==> src/sv/xxh_pkg.sv <==
// ----------------------------------------------------------------------------
// xxh_pkg
// Constants, sequencer steps and control structs of the XXH64 digest block.
// ----------------------------------------------------------------------------
package xxh_pkg;

	localparam logic [63:0] P1 = 64'h9E3779B185EBCA87;
	localparam logic [63:0] P2 = 64'hC2B2AE3D27D4EB4F;
	localparam logic [63:0] P3 = 64'h165667B19E3779F9;
	localparam logic [63:0] P4 = 64'h85EBCA77C2B2AE63;
	localparam logic [63:0] P5 = 64'h27D4EB2F165667C5;

	typedef enum logic [4:0] {
		ST_IDLE,
		ST_LR1,
		ST_LR2,
		ST_HINIT,
		ST_MG1,
		ST_MG2,
		ST_MG3,
		ST_ADDLEN,
		ST_TAIL,
		ST_T81,
		ST_T82,
		ST_T83,
		ST_T41,
		ST_T42,
		ST_T11,
		ST_T12,
		ST_AV1,
		ST_AV2,
		ST_FIN
	} step_t;

	typedef struct packed {
		step_t      op;
		logic [1:0] idx;
		logic       load;
		logic       start;
		logic       wb;
	} cmd_t;

	typedef struct packed {
		logic fold_need;
		logic stripe_done;
		logic t8;
		logic t4;
		logic t1;
		logic mul_done;
	} sts_t;

	function automatic logic [63:0] rotl(input logic [63:0] x, input int r);
		return (x << r) | (x >> (64 - r));
	endfunction

endpackage

==> src/sv/xxh_ctrl.sv <==
// ----------------------------------------------------------------------------
// xxh_ctrl
// Sequencer: accepts words, steps stripe folds, merge, tail and avalanche.
// ----------------------------------------------------------------------------
module xxh_ctrl (
	input  logic          clk,
	input  logic          arst_n,
	input  logic          in_valid,
	input  logic          last_word,
	input  logic          out_stall,
	input  xxh_pkg::sts_t sts,
	output xxh_pkg::cmd_t cmd,
	output logic          in_stall,
	output logic          out_valid
);

	xxh_pkg::step_t st_q, st_n;
	logic [1:0] idx_q, idx_n;
	logic       iss_q, iss_n, last_q, last_n, ov_q, ov_n;
	logic       mul_st, fire;

	always_ff @(posedge clk or negedge arst_n) begin
		if (!arst_n) begin
			st_q   <= xxh_pkg::ST_IDLE;
			idx_q  <= '0;
			iss_q  <= 1'b0;
			last_q <= 1'b0;
			ov_q   <= 1'b0;
		end else begin
			st_q   <= st_n;
			idx_q  <= idx_n;
			iss_q  <= iss_n;
			last_q <= last_n;
			ov_q   <= ov_n;
		end
	end

	always_comb begin
		mul_st = st_q inside {xxh_pkg::ST_LR1, xxh_pkg::ST_LR2, xxh_pkg::ST_MG1,
			xxh_pkg::ST_MG2, xxh_pkg::ST_MG3, xxh_pkg::ST_T81, xxh_pkg::ST_T82,
			xxh_pkg::ST_T83, xxh_pkg::ST_T41, xxh_pkg::ST_T42, xxh_pkg::ST_T11,
			xxh_pkg::ST_T12, xxh_pkg::ST_AV1, xxh_pkg::ST_AV2};
		fire      = mul_st && iss_q && sts.mul_done;
		st_n      = st_q;
		idx_n     = idx_q;
		last_n    = last_q;
		iss_n     = iss_q;
		ov_n      = ov_q && out_stall;
		in_stall  = (st_q != xxh_pkg::ST_IDLE);
		cmd.op    = st_q;
		cmd.idx   = idx_q;
		cmd.load  = 1'b0;
		cmd.start = mul_st && !iss_q;
		cmd.wb    = fire;
		if (cmd.start) begin
			iss_n = 1'b1;
		end
		if (fire) begin
			iss_n = 1'b0;
		end
		case (st_q)
			xxh_pkg::ST_IDLE: begin
				if (in_valid) begin
					cmd.load = 1'b1;
					last_n   = last_word;
					idx_n    = '0;
					if (sts.fold_need) begin
						st_n = xxh_pkg::ST_LR1;
					end else if (last_word) begin
						st_n = xxh_pkg::ST_HINIT;
					end
				end
			end
			xxh_pkg::ST_LR1: if (fire) st_n = xxh_pkg::ST_LR2;
			xxh_pkg::ST_LR2: begin
				if (fire) begin
					idx_n = idx_q + 2'd1;
					if (idx_q != 2'd3) begin
						st_n = xxh_pkg::ST_LR1;
					end else if (last_q) begin
						st_n = xxh_pkg::ST_HINIT;
					end else begin
						st_n = xxh_pkg::ST_IDLE;
					end
				end
			end
			xxh_pkg::ST_HINIT: begin
				cmd.wb = 1'b1;
				idx_n  = '0;
				st_n   = sts.stripe_done ? xxh_pkg::ST_MG1 : xxh_pkg::ST_ADDLEN;
			end
			xxh_pkg::ST_MG1: if (fire) st_n = xxh_pkg::ST_MG2;
			xxh_pkg::ST_MG2: if (fire) st_n = xxh_pkg::ST_MG3;
			xxh_pkg::ST_MG3: begin
				if (fire) begin
					idx_n = idx_q + 2'd1;
					st_n  = (idx_q == 2'd3) ? xxh_pkg::ST_ADDLEN : xxh_pkg::ST_MG1;
				end
			end
			xxh_pkg::ST_ADDLEN: begin
				cmd.wb = 1'b1;
				st_n   = xxh_pkg::ST_TAIL;
			end
			xxh_pkg::ST_TAIL: begin
				if (sts.t8) begin
					st_n = xxh_pkg::ST_T81;
				end else if (sts.t4) begin
					st_n = xxh_pkg::ST_T41;
				end else if (sts.t1) begin
					st_n = xxh_pkg::ST_T11;
				end else begin
					st_n = xxh_pkg::ST_AV1;
				end
			end
			xxh_pkg::ST_T81: if (fire) st_n = xxh_pkg::ST_T82;
			xxh_pkg::ST_T82: if (fire) st_n = xxh_pkg::ST_T83;
			xxh_pkg::ST_T83: if (fire) st_n = xxh_pkg::ST_TAIL;
			xxh_pkg::ST_T41: if (fire) st_n = xxh_pkg::ST_T42;
			xxh_pkg::ST_T42: if (fire) st_n = xxh_pkg::ST_TAIL;
			xxh_pkg::ST_T11: if (fire) st_n = xxh_pkg::ST_T12;
			xxh_pkg::ST_T12: if (fire) st_n = xxh_pkg::ST_TAIL;
			xxh_pkg::ST_AV1: if (fire) st_n = xxh_pkg::ST_AV2;
			xxh_pkg::ST_AV2: if (fire) st_n = xxh_pkg::ST_FIN;
			xxh_pkg::ST_FIN: begin
				if (!ov_q || !out_stall) begin
					cmd.wb = 1'b1;
					ov_n   = 1'b1;
					st_n   = xxh_pkg::ST_IDLE;
				end
			end
			default: st_n = xxh_pkg::ST_IDLE;
		endcase
	end

	assign out_valid = ov_q;

endmodule

==> config.mk <==
export PLATFORM = sky130hd
export DESIGN_NAME = xxh_ctrl
export DESIGN_NICKNAME = d
export VERILOG_FILES = /design/src/sv/xxh_pkg.sv /design/src/sv/xxh_ctrl.sv
export SDC_FILE = /design/constraint.sdc
export NUM_CORES = 1
export LEC_CHECK = 0
export ABC_AREA = 1
export BUFFER_PORTS_ARGS = -buffer_cell sky130_fd_sc_hd__buf_4
export CORE_MARGIN = 3
export CORE_UTILIZATION = 35
export DETAILED_ROUTE_END_ITERATION = 8
export MAX_ROUTING_LAYER = met4
export PLACE_DENSITY = 0.68
export SLEW_MARGIN = 20
export SYNTH_ARGS = -nofsm -noshare
export SYNTH_HDL_FRONTEND = slang
export SYNTH_SLANG_ARGS = --single-unit
==> constraint.sdc <==
create_clock -name clk -period 2.6 [get_ports clk]
set_clock_uncertainty 0.05 [all_clocks]
set_input_delay 0.65 -clock clk [delete_from_list [all_inputs] [get_ports clk]]
set_output_delay 0.65 -clock clk [all_outputs]
set_load 0.03 [all_outputs]
==> flow_summary.toml <==
[placed_design]
gp_congestion = 1.08
place_ws_ps = 323
port_buffers = 22
post-dp-hpwl_mm = 1.75
place_inst = 185

[timing]
fin_crit_sh_pct = 93.4
max_freq_mhz = 412
tightest_slew_ps = 347
layout_setup_ws_ps = 172
rsz0062_at_grt = "no"
relSlewSlack_pct = 76.7
min_period_ps = 2430
fin_tns_setup_ps = 0
setup_viol = 0
slew_violations = 0
final_hold_viol_count = 0

[power]
netSwitchingPower_w = 0.000748
combPwrFrac_pct = 67.1
power.density_mw_per_mm2 = 1220
swShare_pct = 55.0
leakagePower_nw = 0.605
p_int_w = 0.000613
pwr-share-seq_pct = 22.2
clockPowerShare_pct = 10.7
ir_worst_vdd_v = 0.000675

[logic_synthesis]
synth_area_um2 = 890
postSynthAreaPerCell_um2 = 6.49
ys_types = 24
synth_cells = 137
yosysSeqAreaShare_pct = 28.1
synth-seq-cells = 10
synthesis.nets = 149
yosys_warnings = 0

[setup_path]
crit_buf_inv = 2
slowest_stage = "dfrtp_2"
r2r-end = "st_q[2]$_DFFE_PN0P_"
crit_fanout = 13
path_depth = 8
required_ps = 1900
reg2reg_depth = 9
crit_type = "reg2out"
cp-end-kind = "output port"
crit_path_max_incr_delay_ps = 520
ff2ff_setup_slack_ps = 970
worstPathArrival_ps = 1730
cp-start-kind = "flop"
path_cells = "nor2_1 -> nand2_1 -> inv_1 -> nand2_2 -> nand3_4 -> o21ai_2 -> nand4_1 -> buf_4"
path_delay_family = "flip-flops"
r2r-start = "st_q[4]$_DFFE_PN0P_"

[detailed_routing]
first_iter_violations = 30
num_vias = 953
routed_wl_mm = 2.17
drc_errors = 0
viasPerCell = 5.04
ant_nets = 0
wl_per_cell_um = 11.5
first_pass_iters = 4

[finish]
n_antenna_cell = 0
final_util_pct = 48.1
drive_gt1_share_pct = 31.7
final_cells = 189
area_delta_synth_final_pct = 25.3
final_net_count = 174

[die]
io_pins = 23
coreArea_mm2 = 0.00232
die-width_um = 56.4
placementRows = 17
die_area_mm2 = 0.00318
start_util_pct = 38.4
die_height_um = 56.4

[status]
run_status = "finished clean"

[clock_network]
clk_path_buf_depth = 2
path_clk_slew_ps = 80
numCtsBuffers = 3
cts_htree_levels = 1
clock-root-buffer = "clkbuf_4"
clk_latency_ps = 270
cts_sinks = 10
cts_tree = "built"

[grt]
grt_pass1_vias = 917
grt_usage_pct = 15.9
grt_overflow = 0
grt_pass1_wl_mm = 3.97
grt_max_degree = 14
antenna_found_initial = 0

[worst_hold_path]
hold_class = "in2async"

[flow_run]
cap_violations = 0
[worst max path at each step]
stage | from | end | slack [ps]
finish | st_q[2]$_DFFE_PN0P_ | cmd[0] | 170
global route | st_q[2]$_DFFE_PN0P_ | cmd[0] | 10
CTS | st_q[2]$_DFFE_PN0P_ | cmd[0] | 20
detailed placement | st_q[2]$_DFFE_PN0P_ | cmd[0] | 320
global placement | st_q[2]$_DFFE_PN0P_ | cmd[0] | 350
floorplan | st_q[1]$_DFFE_PN0P_ | cmd[1] | 220
[what timing repair did]
| action | CTS | global route |
|---|---|---|
| hold buffers | 0 | 0 |
| gates resized for setup | 0 | 3 |
| setup buffers | 0 | 0 |
| endpoints found under the hold margin | 0 | 0 |
| endpoints found under the setup margin | 0 | 2 |
[cell families after synthesis]
family	Yosys count	share of synthesized area, %
DFF	10	28.1
and+or+nand+nor	92	50.4
AOI/OAI and AO/OA	14	10.8
adders and majority gates	1	1.41
buffers and inverters	20	9.28
[Yosys cell counts]
cell,n,share of area (%)
a21oi_2,1,0.98
nand3b_1,1,0.84
o21ai_2,2,2.0
nand2_1,37,16
inv_2,4,1.7
nor3_1,1,0.56
o21ai_0,5,2.8
nand3_4,2,3.9
dfrtp_1,10,28
inv_1,14,5.9
or2_2,1,0.70
nand3_1,19,11
nand4_1,3,2.1
a21oi_1,1,0.56
nor2_1,17,7.2
nand2_4,1,1.3
ha_1,1,1.4
o21ai_1,3,1.7
nor2_2,6,4.2
o21ai_4,1,1.8
nor3_2,1,1.1
nand2_2,3,2.1
a32oi_1,1,0.98
buf_4,2,1.7
[registers in the layout, indices dropped and copies added (netlist names)]
| signal | flops |
|---|---|
| out_valid | 1 |
| st_q | 5 |
| idx_q | 2 |
| iss_q | 1 |
| last_q | 1 |
[cells in the final DEF (no fill, tap or decap), types with 2 or more instances in the layout]
cell type and instances:
nand2_1 37, buf_4 22, nand3_1 19, nor2_1 17, inv_1 14, dfrtp_1 7
nor2_2 6, o21ai_0 5, inv_2 4, nand2_2 3, o21ai_1 3, nand4_1 3
clkbuf_4 3, dfrtp_2 3, nand3_4 2, o21ai_2 2
[power by group through the flow]
stage	registers (W)	clock network (W)	logic, W
floorplan	0.000328	0	0.000656
CTS	0.000298	0.000147	0.000911
global route	0.000319	0.000157	0.00103
detailed placement	0.000301	0	0.000905
finish	0.000303	0.000145	0.000913
global placement	0.000297	0	0.000903
[stage by stage]
stage	hold slack [ps]	power (W)	instance area, µm²
after global routing	139	0.00151	1110
after global placement	437	0.00120	1070
after floorplan	304	0.000984	890
after CTS	143	0.00136	1110
final	137	0.00136	1110
after detailed placement	440	0.00121	1070
[routing by layer]
| layer | part of all wire [%] | GRT usage (%) | up-vias | wire (µm) |
|---|---|---|---|---|
| li1 | - | - | 492 | - |
| met1 | 45 | 21.2 | 413 | 981 |
| met2 | 47 | 23.7 | 42 | 1030 |
| met3 | 5.5 | 2.76 | 6 | 120 |
| met4 | 1.7 | 6.78 | 0 | 36 |
| met5 | 0 | - | - | 0 |
[layout make-up]
| cell class | instances | area (µm²) |
|---|---|---|
| clock buffers | 4 | 36.3 |
| fillers | 243 | 1200 |
| inverters | 18 | 67.6 |
| multi-input cells | 107 | 557 |
| flip-flops and latches | 10 | 254 |
| well taps | 28 | 35.0 |
| repair buffers | 22 | 165 |
Power figures use the tool's default switching activity.
